### src/design/archive_block_walker_assert.svh
// ---------------------------------------------------------------------------
// Assertion macros for the archive block walker
// Concurrent checks on clk_i, disabled while rst_ni is low. Defining
// NO_ASSERTIONS turns every check into nothing.
// ---------------------------------------------------------------------------
`ifndef ARCHIVE_BLOCK_WALKER_ASSERT_SVH
`define ARCHIVE_BLOCK_WALKER_ASSERT_SVH

`ifndef NO_ASSERTIONS

// Condition holds in the same cycle as the trigger
`define ABW_ASSERT_SAME(label, trig, cond) \
  label: assert property (@(posedge clk_i) disable iff (!rst_ni) (trig) |-> (cond)) \
    else $error("archive_block_walker: same-cycle check failed");

// Condition holds in the cycle after the trigger
`define ABW_ASSERT_NEXT(label, trig, cond) \
  label: assert property (@(posedge clk_i) disable iff (!rst_ni) (trig) |=> (cond)) \
    else $error("archive_block_walker: next-cycle check failed");

`else

`define ABW_ASSERT_SAME(label, trig, cond)
`define ABW_ASSERT_NEXT(label, trig, cond)

`endif

`endif

### src/design/abw_pkg.sv
`timescale 1ns / 1ps
// ---------------------------------------------------------------------------
// abw_pkg
// Request types, walk phases and header layout constants of the walker.
// ---------------------------------------------------------------------------
package abw_pkg;

  // Input request: one archive byte
  typedef struct packed {
    logic [7:0] data_byte;
    logic       end_of_archive;
  } abw_in_t;

  // Output request: a name byte or the final file count
  typedef struct packed {
    logic        kind;
    logic [7:0]  name_byte;
    logic        last_of_name;
    logic [15:0] file_count;
  } abw_out_t;

  localparam logic KIND_NAME  = 1'b0;
  localparam logic KIND_COUNT = 1'b1;

  // Walk phases, one-hot
  typedef enum logic [4:0] {
    PH_MARKER = 5'b00001,
    PH_HEADER = 5'b00010,
    PH_FIELDS = 5'b00100,
    PH_NAME   = 5'b01000,
    PH_SKIP   = 5'b10000
  } abw_phase_e;

  localparam logic [7:0] FILE_BLOCK_TYPE = 8'h74;

  // Byte counts of the fixed parts
  localparam logic [4:0] MARKER_LEN = 5'd7;
  localparam logic [4:0] HEADER_LEN = 5'd7;
  localparam logic [4:0] FIELDS_LEN = 5'd25;

  // Byte positions inside the block header
  localparam logic [4:0] POS_TYPE    = 5'd2;
  localparam logic [4:0] POS_SIZE_LO = 5'd5;
  localparam logic [4:0] POS_SIZE_HI = 5'd6;

  // Byte positions inside the file fields
  localparam logic [4:0] POS_PACKED_END = 5'd4;
  localparam logic [4:0] POS_NAME_LO    = 5'd19;
  localparam logic [4:0] POS_NAME_HI    = 5'd20;

  // Header bytes counted before the name: block header plus file fields
  localparam logic [16:0] FIXED_HDR_LEN = 17'd32;

  // Output queue
  localparam int unsigned OUT_DEPTH = 4;
  localparam int unsigned OUT_PTR_W = 2;
  localparam int unsigned OUT_CNT_W = 3;

endpackage

### src/design/abw_out_fifo.sv
`timescale 1ns / 1ps
// ---------------------------------------------------------------------------
// abw_out_fifo
// Small result queue: takes zero, one or two requests per cycle and hands out
// one per unstalled cycle. Stalls upstream when fewer than two slots are free.
// ---------------------------------------------------------------------------
module abw_out_fifo (
  input  logic              clk_i,
  input  logic              rst_ni,
  input  logic [1:0]        push_cnt_i,
  input  abw_pkg::abw_out_t push0_i,
  input  abw_pkg::abw_out_t push1_i,
  output logic              full_o,
  output logic              out_valid_o,
  input  logic              out_stall_i,
  output abw_pkg::abw_out_t out_req_o
);
  import abw_pkg::*;

  abw_out_t               mem_q [OUT_DEPTH];
  logic [OUT_PTR_W-1:0]   wr_ptr_q, wr_ptr_d;
  logic [OUT_PTR_W-1:0]   rd_ptr_q, rd_ptr_d;
  logic [OUT_CNT_W-1:0]   count_q, count_d;
  logic [OUT_PTR_W-1:0]   wr_ptr_nx;
  logic                   pop;

  assign pop       = (count_q != '0) && !out_stall_i;
  assign wr_ptr_nx = wr_ptr_q + OUT_PTR_W'(1);

  // Pointer and fill bookkeeping
  always_comb begin
    wr_ptr_d = wr_ptr_q + OUT_PTR_W'(push_cnt_i);
    rd_ptr_d = pop ? rd_ptr_q + OUT_PTR_W'(1) : rd_ptr_q;
    count_d  = count_q + OUT_CNT_W'(push_cnt_i) - OUT_CNT_W'(pop);
  end

  always_ff @(posedge clk_i or negedge rst_ni) begin
    if (!rst_ni) begin
      wr_ptr_q <= '0;
      rd_ptr_q <= '0;
      count_q  <= '0;
    end else begin
      wr_ptr_q <= wr_ptr_d;
      rd_ptr_q <= rd_ptr_d;
      count_q  <= count_d;
    end
  end

  // Entry storage, first request at the write pointer, second one after it
  always_ff @(posedge clk_i) begin
    if (push_cnt_i != 2'd0) begin
      mem_q[wr_ptr_q] <= push0_i;
    end
    if (push_cnt_i == 2'd2) begin
      mem_q[wr_ptr_nx] <= push1_i;
    end
  end

  assign full_o      = count_q > OUT_CNT_W'(OUT_DEPTH - 2);
  assign out_valid_o = count_q != '0;
  assign out_req_o   = mem_q[rd_ptr_q];

endmodule

### src/design/archive_block_walker.sv
`timescale 1ns / 1ps
// ---------------------------------------------------------------------------
// archive_block_walker
// Walks the block headers of an archive byte stream and reports file names.
// ---------------------------------------------------------------------------
// Usage:
//   Input channel in_valid_i / in_stall_o / in_req_i carries one archive byte
//   per request, with end_of_archive set on the final byte. Output channel
//   out_valid_o / out_stall_i / out_req_o carries name bytes (kind 0, with
//   last_of_name on the final character) and, on the final byte, the file
//   count (kind 1). A final byte that is also a name byte gives the name byte
//   first, then the count.
//   The walker takes one input byte per cycle while in_stall_o is low. Each
//   accepted byte updates the registered walk state; results land in a
//   four-entry output queue, which registers them before the output shows them.
//   in_stall_o rises only when the output queue has fewer than two free
//   entries, so a stalled receiver holds back the input once three or four
//   results are pending; nothing is dropped.
//   Reset clears the walk to the marker phase with a zero file count and an
//   empty queue. After the final byte the walk returns to that same state.
// ---------------------------------------------------------------------------
module archive_block_walker #(
  parameter int unsigned COUNT_WIDTH = 16
) (
  input  logic              clk_i,
  input  logic              rst_ni,
  input  logic              in_valid_i,
  output logic              in_stall_o,
  input  abw_pkg::abw_in_t  in_req_i,
  output logic              out_valid_o,
  input  logic              out_stall_i,
  output abw_pkg::abw_out_t out_req_o
);
  import abw_pkg::*;

  `include "archive_block_walker_assert.svh"

  abw_phase_e             phase_q, phase_d;
  logic [4:0]             fp_q, fp_d;
  logic [7:0]             type_q, type_d;
  logic [15:0]            bsize_q, bsize_d;
  logic [31:0]            packed_q, packed_d;
  logic [15:0]            nrem_q, nrem_d;
  logic [32:0]            skip_q, skip_d;
  logic [COUNT_WIDTH-1:0] files_q, files_d;

  logic                   accept;
  logic                   fifo_full;
  logic [7:0]             b;
  logic [4:0]             fp_inc;
  logic [15:0]            bsize_cur;
  logic [16:0]            used;
  logic [16:0]            rest_diff;
  logic [15:0]            rest;
  logic [15:0]            nrem_dec;
  logic [32:0]            skip_dec;
  logic                   name_emit;
  logic                   name_last;
  logic [COUNT_WIDTH+15:0] count_ext;
  logic [1:0]             push_cnt;
  abw_out_t               name_res, count_res, push0, push1;

  assign accept = in_valid_i && !fifo_full;
  assign b      = in_req_i.data_byte;
  assign fp_inc = fp_q + 5'd1;

  // Block size as updated by this byte
  always_comb begin
    bsize_cur = bsize_q;
    if (fp_q == POS_SIZE_LO) begin
      bsize_cur = {8'h00, b};
    end else if (fp_q == POS_SIZE_HI) begin
      bsize_cur = bsize_q | {b, 8'h00};
    end
  end

  // Header rest after the file fields and name, never below zero
  assign used      = FIXED_HDR_LEN + {1'b0, nrem_q};
  assign rest_diff = {1'b0, bsize_q} - used;
  assign rest      = ({1'b0, bsize_q} > used) ? rest_diff[15:0] : 16'h0000;
  assign nrem_dec  = nrem_q - 16'd1;
  assign skip_dec  = (skip_q != '0) ? skip_q - 33'd1 : skip_q;

  // Walk state update for one byte
  always_comb begin
    phase_d   = phase_q;
    fp_d      = fp_q;
    type_d    = type_q;
    bsize_d   = bsize_q;
    packed_d  = packed_q;
    nrem_d    = nrem_q;
    skip_d    = skip_q;
    files_d   = files_q;
    name_emit = 1'b0;
    name_last = 1'b0;

    unique case (phase_q)
      PH_MARKER: begin
        fp_d = fp_inc;
        if (fp_inc >= MARKER_LEN) begin
          phase_d = PH_HEADER;
          fp_d    = '0;
        end
      end
      PH_HEADER: begin
        if (fp_q == POS_TYPE) begin
          type_d = b;
          if (b == FILE_BLOCK_TYPE && files_q != {COUNT_WIDTH{1'b1}}) begin
            files_d = files_q + COUNT_WIDTH'(1);
          end
        end
        bsize_d = bsize_cur;
        fp_d    = fp_inc;
        if (fp_inc >= HEADER_LEN) begin
          fp_d = '0;
          if (type_q == FILE_BLOCK_TYPE) begin
            phase_d  = PH_FIELDS;
            packed_d = '0;
            nrem_d   = '0;
          end else begin
            skip_d  = (bsize_cur > 16'(HEADER_LEN))
                      ? {17'h0, bsize_cur - 16'(HEADER_LEN)} : '0;
            phase_d = (bsize_cur > 16'(HEADER_LEN)) ? PH_SKIP : PH_HEADER;
          end
        end
      end
      PH_FIELDS: begin
        if (fp_q < POS_PACKED_END) begin
          packed_d = packed_q | ({24'h0, b} << {fp_q[1:0], 3'b000});
        end else if (fp_q == POS_NAME_LO) begin
          nrem_d = {8'h00, b};
        end else if (fp_q == POS_NAME_HI) begin
          nrem_d = nrem_q | {b, 8'h00};
        end
        fp_d = fp_inc;
        if (fp_inc >= FIELDS_LEN) begin
          fp_d   = '0;
          skip_d = {17'h0, rest} + {1'b0, packed_q};
          if (nrem_q != '0) begin
            phase_d = PH_NAME;
          end else begin
            phase_d = (skip_d != '0) ? PH_SKIP : PH_HEADER;
          end
        end
      end
      PH_NAME: begin
        nrem_d    = nrem_dec;
        name_emit = 1'b1;
        name_last = nrem_dec == '0;
        if (nrem_dec == '0) begin
          phase_d = (skip_q != '0) ? PH_SKIP : PH_HEADER;
          fp_d    = '0;
        end
      end
      PH_SKIP: begin
        skip_d = skip_dec;
        if (skip_dec == '0) begin
          phase_d = PH_HEADER;
          fp_d    = '0;
        end
      end
      default: begin
        phase_d = PH_MARKER;
        fp_d    = '0;
      end
    endcase

    // Final byte: back to the starting state
    if (in_req_i.end_of_archive) begin
      phase_d  = PH_MARKER;
      fp_d     = '0;
      type_d   = '0;
      bsize_d  = '0;
      packed_d = '0;
      nrem_d   = '0;
      skip_d   = '0;
      files_d  = '0;
    end
  end

  always_ff @(posedge clk_i or negedge rst_ni) begin
    if (!rst_ni) begin
      phase_q  <= PH_MARKER;
      fp_q     <= '0;
      type_q   <= '0;
      bsize_q  <= '0;
      packed_q <= '0;
      nrem_q   <= '0;
      skip_q   <= '0;
      files_q  <= '0;
    end else if (accept) begin
      phase_q  <= phase_d;
      fp_q     <= fp_d;
      type_q   <= type_d;
      bsize_q  <= bsize_d;
      packed_q <= packed_d;
      nrem_q   <= nrem_d;
      skip_q   <= skip_d;
      files_q  <= files_d;
    end
  end

  // Result requests; the count includes a file block opened by this byte
  always_comb begin
    count_ext = {16'h0000, files_q};
    if (phase_q == PH_HEADER && fp_q == POS_TYPE && b == FILE_BLOCK_TYPE
        && files_q != {COUNT_WIDTH{1'b1}}) begin
      count_ext = {16'h0000, files_q + COUNT_WIDTH'(1)};
    end
  end

  always_comb begin
    name_res.kind          = KIND_NAME;
    name_res.name_byte     = b;
    name_res.last_of_name  = name_last;
    name_res.file_count    = 16'h0000;
    count_res.kind         = KIND_COUNT;
    count_res.name_byte    = 8'h00;
    count_res.last_of_name = 1'b0;
    count_res.file_count   = count_ext[15:0];
    push0    = name_emit ? name_res : count_res;
    push1    = count_res;
    push_cnt = accept ? (2'(name_emit) + 2'(in_req_i.end_of_archive)) : 2'd0;
  end

  abw_out_fifo u_out_fifo (
    .clk_i       (clk_i),
    .rst_ni      (rst_ni),
    .push_cnt_i  (push_cnt),
    .push0_i     (push0),
    .push1_i     (push1),
    .full_o      (fifo_full),
    .out_valid_o (out_valid_o),
    .out_stall_i (out_stall_i),
    .out_req_o   (out_req_o)
  );

  assign in_stall_o = fifo_full;

  // Checks
  `ABW_ASSERT_SAME(a_name_nonzero, phase_q == PH_NAME, nrem_q != '0)
  `ABW_ASSERT_SAME(a_skip_nonzero, phase_q == PH_SKIP, skip_q != '0)
  `ABW_ASSERT_NEXT(a_final_resets, accept && in_req_i.end_of_archive,
                   phase_q == PH_MARKER && files_q == '0)
  `ABW_ASSERT_NEXT(a_result_shown, accept && in_req_i.end_of_archive, out_valid_o)

endmodule
### config.mk
export PLATFORM = sky130hd
export DESIGN_NAME = archive_block_walker
export DESIGN_NICKNAME = d
export VERILOG_FILES = /design/src/design/abw_pkg.sv /design/src/design/abw_out_fifo.sv /design/src/design/archive_block_walker.sv
export VERILOG_INCLUDE_DIRS = /design/src /design/src/design
export SDC_FILE = /design/constraint.sdc
export NUM_CORES = 1
export LEC_CHECK = 0
export BUFFER_PORTS_ARGS = -buffer_cell sky130_fd_sc_hd__buf_2
export CAP_MARGIN = 20
export CORE_ASPECT_RATIO = 0.8
export CORE_MARGIN = 3
export CORE_UTILIZATION = 50
export DETAILED_ROUTE_END_ITERATION = 6
export PLACE_DENSITY = 0.69
export SYNTH_ARGS = -nofsm -noshare
export SYNTH_HDL_FRONTEND = slang
export SYNTH_HIERARCHICAL = 1
export SYNTH_SLANG_ARGS = --single-unit
### constraint.sdc
create_clock -name clk_i -period 6.3 [get_ports clk_i]
set_input_delay 0.315 -clock clk_i [delete_from_list [all_inputs] [get_ports clk_i]]
set_output_delay 0.315 -clock clk_i [all_outputs]
set_load 0.03 [all_outputs]
Word-level counts from Yosys, hierarchy flattened

Memory sizes are Yosys's and may differ from the RTL's.
Cells that the tools add are included.
Widths: inputs -> output; s select.

Add/sub/neg operators: 14
Magnitude comparators: 6
Eq/ne operators: 24
Shifts and indexed selects: 1
Multiplexer cells: 58
Bitwise operators: 3
Reduce and logical (&&, ||, !) cells: 30

Operators by type and width:

| operator              | count |
|---|---|
| $mux 16               | 17 |
| $mux 33               | 5 |
| $mux 32               | 4 |
| $pmux 33 s3           | 1 |
| $mux 5                | 16 |
| $reduce_bool 33->1    | 2 |
| $pmux 32 s2           | 1 |
| $pmux 16 s3           | 1 |
| $add 16x32->33        | 1 |
| $logic_not 33->1      | 1 |
| $sub 33x1->33 const B | 1 |
| $or 16x16->16         | 2 |
| $or 32x32->32         | 1 |
| $shl 8x5->32          | 1 |
| $ne 3x3->1 const B    | 9 |
| $mux 26               | 1 |
| $pmux 5 s5            | 1 |
| $mux 8                | 3 |
| $pmux 5 s4            | 1 |
| $add 6x16->17 const A | 1 |
| $gt 16x17->1          | 1 |
| $add 16x1->16 const B | 1 |
| $eq 8x7->1 const B    | 2 |
| $gt 16x3->1 const B   | 1 |
| 36 further kinds      | 61 |

Bits in registers: 138
RAM bits: 104
Bits of input ports: 13
Output and inout bits: 28
Word-level logic and storage cells: 148
Memories kept: 1

Memories:

| name             | words | width | rd ports | clocked after Yosys merged registers in | wr ports | line               | source |
|---|---|---|---|---|---|---|---|
| u_out_fifo.mem_q | 4     | 26    | 1        | 0                                       | 2        | abw_out_fifo.sv:20 | `abw_out_t mem_q [OUT_DEPTH];` |

Longest topological paths before layout

Word-level depth: 10
Depth in mapped cells: 23
Depth with buffers taken out: 23

Hierarchy

The synthesis kept the hierarchy.

By module, submodules not included:

| module               | instances | cells each | area each (um2) | sequential area each (um2) |
|---|---|---|---|---|
| archive_block_walker | 1         | 1,525      | 11,662.4        | 3,279.4 |
| abw_out_fifo         | 1         | 293        | 5,530.3         | 3,298.2 |

Least setup slack after synthesis

Ideal clock, no wire load.

Kind: reg-to-reg
Start point: reg nrem_q[5]
End point: reg phase_q[1]
Library setup time: 90 ps
Data arrival time: 5,864 ps
Path slack: 345 ps
Stages on the path, launching flop included: 23
Path buffers: 1
Path through: dfrtp_1 -> ha_1 -> nand3_1 -> xor2_1 -> ha_1 -> and3_1 -> a211o_1 -> a21oi_1 -> a311oi_1 -> o21ai_1 -> clkbuf_1 -> a211oi_1 -> ha_1 -> fa_1 -> a211oi_1 -> nor3b_1 -> a211oi_1 -> a211oi_1 -> a211oi_1 -> o221ai_1 -> or4_1 -> or3_1 -> o221ai_1

Word-level cells in the longest chain between the ends: 10

Ends and longest elaborated chain:

| element                                        | line                                                   | source |
|---|---|---|
| from (decl)                                    | archive_block_walker.sv:43                             | `logic [15:0] nrem_q, nrem_d;` |
| from (signal assigned)                         | archive_block_walker.sv:197                            | `nrem_q <= nrem_d;` |
| $add 6x16->17                                  | archive_block_walker.sv:78                             | `assign used = FIXED_HDR_LEN + {1'b0, nrem_q};` |
| $sub 16x16->16 or $gt 16x17->1 (tied branches) | archive_block_walker.sv:79, archive_block_walker.sv:80 |  |
| $mux 16                                        | archive_block_walker.sv:80                             | `assign rest = ({1'b0, bsize_q} > used) ? rest_diff[15:0] : 16'h0000;` |
| $add 16x32->33                                 | archive_block_walker.sv:138                            | `skip_d = {17'h0, rest} + {1'b0, packed_q};` |
| $reduce_bool 33->1                             | archive_block_walker.sv:142                            | `phase_d = (skip_d != '0) ? PH_SKIP : PH_HEADER;` |
| $mux 5                                         | archive_block_walker.sv:142                            |  |
| $mux 5                                         | archive_block_walker.sv:139                            | `if (nrem_q != '0) begin` |
| $mux 5                                         | archive_block_walker.sv:136                            | `if (fp_inc >= FIELDS_LEN) begin` |
| $pmux 5 s5                                     | archive_block_walker.sv:97                             | `unique case (phase_q)` |
| $mux 5                                         | archive_block_walker.sv:169                            | `if (in_req_i.end_of_archive) begin` |
| to (signal assigned)                           | archive_block_walker.sv:192                            | `phase_q <= phase_d;` |
| to (decl)                                      | archive_block_walker.sv:38                             | `abw_phase_e phase_q, phase_d;` |

Several ways; a longest one is shown, not always the timed one. The select of a mux whose other input is x is not followed.
A chain may end at the register's enable or synchronous reset.

Worst setup path after layout

Start point: reg bsize_q[0]
End point: reg phase_q[1]

Word-level cells in the longest chain between the ends: 9

Ends and longest elaborated chain:

| element                                           | line                                                     | source |
|---|---|---|
| from (decl)                                       | archive_block_walker.sv:41                               | `logic [15:0] bsize_q, bsize_d;` |
| from (signal assigned)                            | archive_block_walker.sv:195                              | `bsize_q <= bsize_d;` |
| $sub 16x16->16 (tied with other cells)            | archive_block_walker.sv:79                               | `assign rest_diff = {1'b0, bsize_q} - used;` |
| $mux 16, on equally long branches                 | archive_block_walker.sv:80, archive_block_walker.sv:72   |  |
| $add 16x32->33 or $mux 16 (tied branches)         | archive_block_walker.sv:138, archive_block_walker.sv:70  |  |
| $reduce_bool 33->1 or $gt 16x3->1 (tied branches) | archive_block_walker.sv:142, archive_block_walker.sv:123 |  |
| $mux 5, on equally long branches                  | archive_block_walker.sv:142, archive_block_walker.sv:123 |  |
| $mux 5, on equally long branches                  | archive_block_walker.sv:139, archive_block_walker.sv:116 |  |
| $mux 5, on equally long branches                  | archive_block_walker.sv:136, archive_block_walker.sv:114 |  |
| $pmux 5 s5 *                                      | archive_block_walker.sv:97                               |  |
| $mux 5 *                                          | archive_block_walker.sv:169                              |  |

Every way passes the cells marked *; elsewhere a longest branch is shown, timed or not. The select of a mux whose other input is x is not followed.

==> flow_summary.json <==
{
  "place_congestion": 0.928,
  "powerDensity_nw_per_um2": 414,
  "timing.final.ws_setup_ns": 0.271,
  "synth_edf_count": 104,
  "endpoint_kind": "flop",
  "fillers": 2985,
  "synth_cells": 1818,
  "diodes": 0,
  "hpwl_um": 34200,
  "setup_viol": 0,
  "hold_depth": 3,
  "final_nets": 1918,
  "crit_start": "bsize_q[0]",
  "grt_pass1_vias": 13600,
  "avgRoutedWirePerCell_um": 21.3,
  "min_period_ns": 6.03,
  "p_leak_nw": 7.74,
  "placementRows": 60,
  "grt_pass1_wl_um": 77900,
  "io_buffers": 40,
  "die_height_um": 172,
  "synth_cell_types": 105,
  "relSlewSlack_pct": 34.5,
  "synthSimpleGateAreaFrac_pct": 20.0,
  "syn-cell-area_um2": 17200,
  "fin_skew_ns": 0.0111,
  "cts_root_buf": "clkbuf_16",
  "initial_core_util_pct": 50.9,
  "synthFlopType": "dfrtp_1",
  "critical_path_required_ns": 6.78,
  "io_pins": 41,
  "synth_compound_area_share_pct": 17.6,
  "drt_iter0_drc": 1531,
  "worst_pin_slew_ns": 0.983,
  "yosysTopAreaCell": "dfrtp_1",
  "drv_slew": 0,
  "dr.pass1.iters": 7,
  "worstHoldStart": "out_stall_i",
  "r2r_cells": 23,
  "wl_um": 49200,
  "track_usage_pct": 26.8,
  "dp_slack_ns": 0.0256,
  "drc": 4,
  "min_period_over_period_pct": 95.7,
  "rsz0062_at_grt": "no",
  "clock_path_buffers": 3,
  "syn_to_final_growth_pct": 10.2,
  "grt_overflow": 0,
  "hold_violations": 0,
  "vias_per_cell": 6.37,
  "maxCapViolations": 0,
  "async_reset_ff_share_pct": 57.0,
  "outcome": "complete, but fails checks",
  "clock-sinks": 242,
  "ys_top_cells_by_area": "dfrtp_1, edfxtp_1, mux2_2, nor2_1, a21oi_1",
  "path_max_fanout": 6,
  "r2r_start": "bsize_q[0]",
  "syn_area_per_cell_um2": 9.46,
  "muxShareOfSynthArea_pct": 11.7,
  "clk_latency_ns": 0.57,
  "yosysSeqAreaShare_pct": 38.3,
  "cp_data_arrival_time_ns": 6.51,
  "start_kind": "flop",
  "violations": "design-rule violations",
  "tritoncts": "built",
  "max-vdd-ir-drop_mv": 0.253,
  "yosys_register_bits": 242,
  "ant_nets": 0,
  "max_freq_ghz": 0.166,
  "layout-drive-gt1-share_pct": 17.7,
  "finalSetupTns_ns": 0,
  "yosysWarningCount": 6,
  "core_um2": 33800,
  "die_w_um": 213,
  "synth_top_family_by_area": "simple AND/OR/NAND/NOR gates",
  "cts_inserted_buffers": 27,
  "synthAdderAreaFrac_pct": 3.84,
  "dieArea_um2": 36700,
  "critical_path_class": "reg2reg",
  "yosysTopAreaCellShare_pct": 19.9,
  "htreeDepth": 1,
  "grt_max_degree": 75,
  "clk_pin_slew_ns": 0.06,
  "hold_class": "in2reg",
  "antenna_found_initial": 0,
  "yosys.area_share.xor_xnor_pct": 4.38,
  "via_count": 14700
}
[logic make-up (layout without fill, tap and decap cells)]
logic type	after synthesis	after routing
flip-flops	242	242
adder cells (fa/ha/maj)	51	51
multiplexers	146	146
AND/OR/NAND/NOR	667	667
buffers and inverters	162	181
XOR/XNOR	86	86
other	2	40
AO/OA/AOI/OAI	462	462
[per-layer routing]
| metal | track usage [%] | wire, um | up-vias | share of wire [%] |
|---|---|---|---|---|
| met3 | 4.70 | 4250 | 75 | 8.6 |
| met2 | 39.4 | 21100 | 653 | 43 |
| met5 | 0 | 0 | - | 0 |
| met4 | 5.77 | 1090 | 0 | 2.2 |
| li1 | - | - | 6833 | - |
| met1 | 41.4 | 22800 | 7153 | 46 |
[layout by cell type (no fill, tap or decap), drive strengths merged, types with 26 or more instances in the layout]
cell and instances:
conb 40, nor3 62, clkbuf 37, nand3 49, mux2 110, and2 32
ha 48, edfxtp 104, xnor2 48, buf 79, nand2 135, nor2 202
o31ai 30, o21ai 120, inv 51, a21oi 122, nor4 27, mux4 26
xor2 38, dfrtp 137
[where the power goes]
| group | switching, mW | internal [mW] |
|---|---|---|
| Sequential | 0.364 | 1.86 |
| Clock | 0.680 | 1.06 |
| Combinational | 2.43 | 1.44 |
[timing repair]
| action | CTS | global route |
|---|---|---|
| gates resized for setup | 1 | 17 |
| hold buffers | 1 | 0 |
| pin swaps | 0 | 2 |
| setup endpoints to repair | 1 | 5 |
| cloned | 0 | 0 |
| buffers inserted | 0 | 3 |
| endpoints found under the hold margin | 73 | 0 |
[final cells by class]
cell class              instances  area [um2]  area share (%)
multi-input cells            1452       10200            53.6
flip-flops and latches        242        6580            34.7
clock buffers                  36         729            3.85
well taps                     434         543            2.87
repair buffers                 81         520            2.75
clock inverters                14         236            1.25
inverters                      50         188           0.990
[synthesized netlist by cell type (48+ instances only)]
cell type	number
dfrtp_1	137
nor2_1	202
nand2_1	134
xnor2_1	48
edfxtp_1	104
inv_1	50
ha_1	48
nor3_1	60
clkbuf_1	81
mux2_2	87
o21ai_0	114
a21oi_1	122
[stage by stage]
| stage | hold WS [ns] | instances | util, % | power (mW) | instance area, um2 |
|---|---|---|---|---|---|
| after floorplan | 0.0194 | 1856 | - | 5.01 | 17300 |
| after global placement | 0.393 | 2250 | 52.8 | 5.97 | 17800 |
| after detailed placement | 0.398 | 2252 | 52.8 | 6.00 | 17900 |
| after CTS | 0.0258 | 2303 | 55.7 | 7.77 | 18800 |
| after global routing | 0.0747 | 2309 | 56.1 | 8.32 | 19000 |
| final | 0.0517 | 2309 | 56.1 | 7.85 | 19000 |
[path summary, 6_finish.rpt]
path / slack (ns) / end
max: 0.27 / phase_q[1]
min in group asynchronous: 0.35 / skip_q[31]
max in group asynchronous: 4.53 / u_out_fifo/rd_ptr_q[0]
min reg2reg: 0.47 / type_q[5]
max reg2reg: 0.27 / phase_q[1]
min: 0.05 / u_out_fifo/rd_ptr_q[1]
[worst max-delay path: stages, from the launching register on]
cell      delay (ns)
dfrtp_1         0.40
inv_1           0.08
ha_1            0.17
inv_1           0.05
fa_1            0.41
a21o_1          0.18
a21oi_1         0.20
o21ai_0         0.11
a21oi_1         0.31
o21bai_1        0.11
a21oi_1         0.29
nor4_1          0.08
nor3_1          0.28
a211oi_1        0.10
ha_1            0.47
nand4_1         0.20
nor3_1          0.37
o31ai_4         0.18
and4_1          0.23
nor3_1          0.50
nand4_1         0.17
or4_1           0.49
or3_1           0.37
o221ai_1        0.20
[sequential cells by signal, summed over array words and instances (netlist names)]
signal               cells
u_out_fifo/rd_ptr_q      2
u_out_fifo/mem_q       104
skip_q                  33
u_out_fifo/count_q       3
nrem_q                  16
bsize_q                 16
files_q                 16
u_out_fifo/wr_ptr_q      2
phase_q                  5
type_q                   8
fp_q                     5
packed_q                32
(Power assumes the default switching activity.)
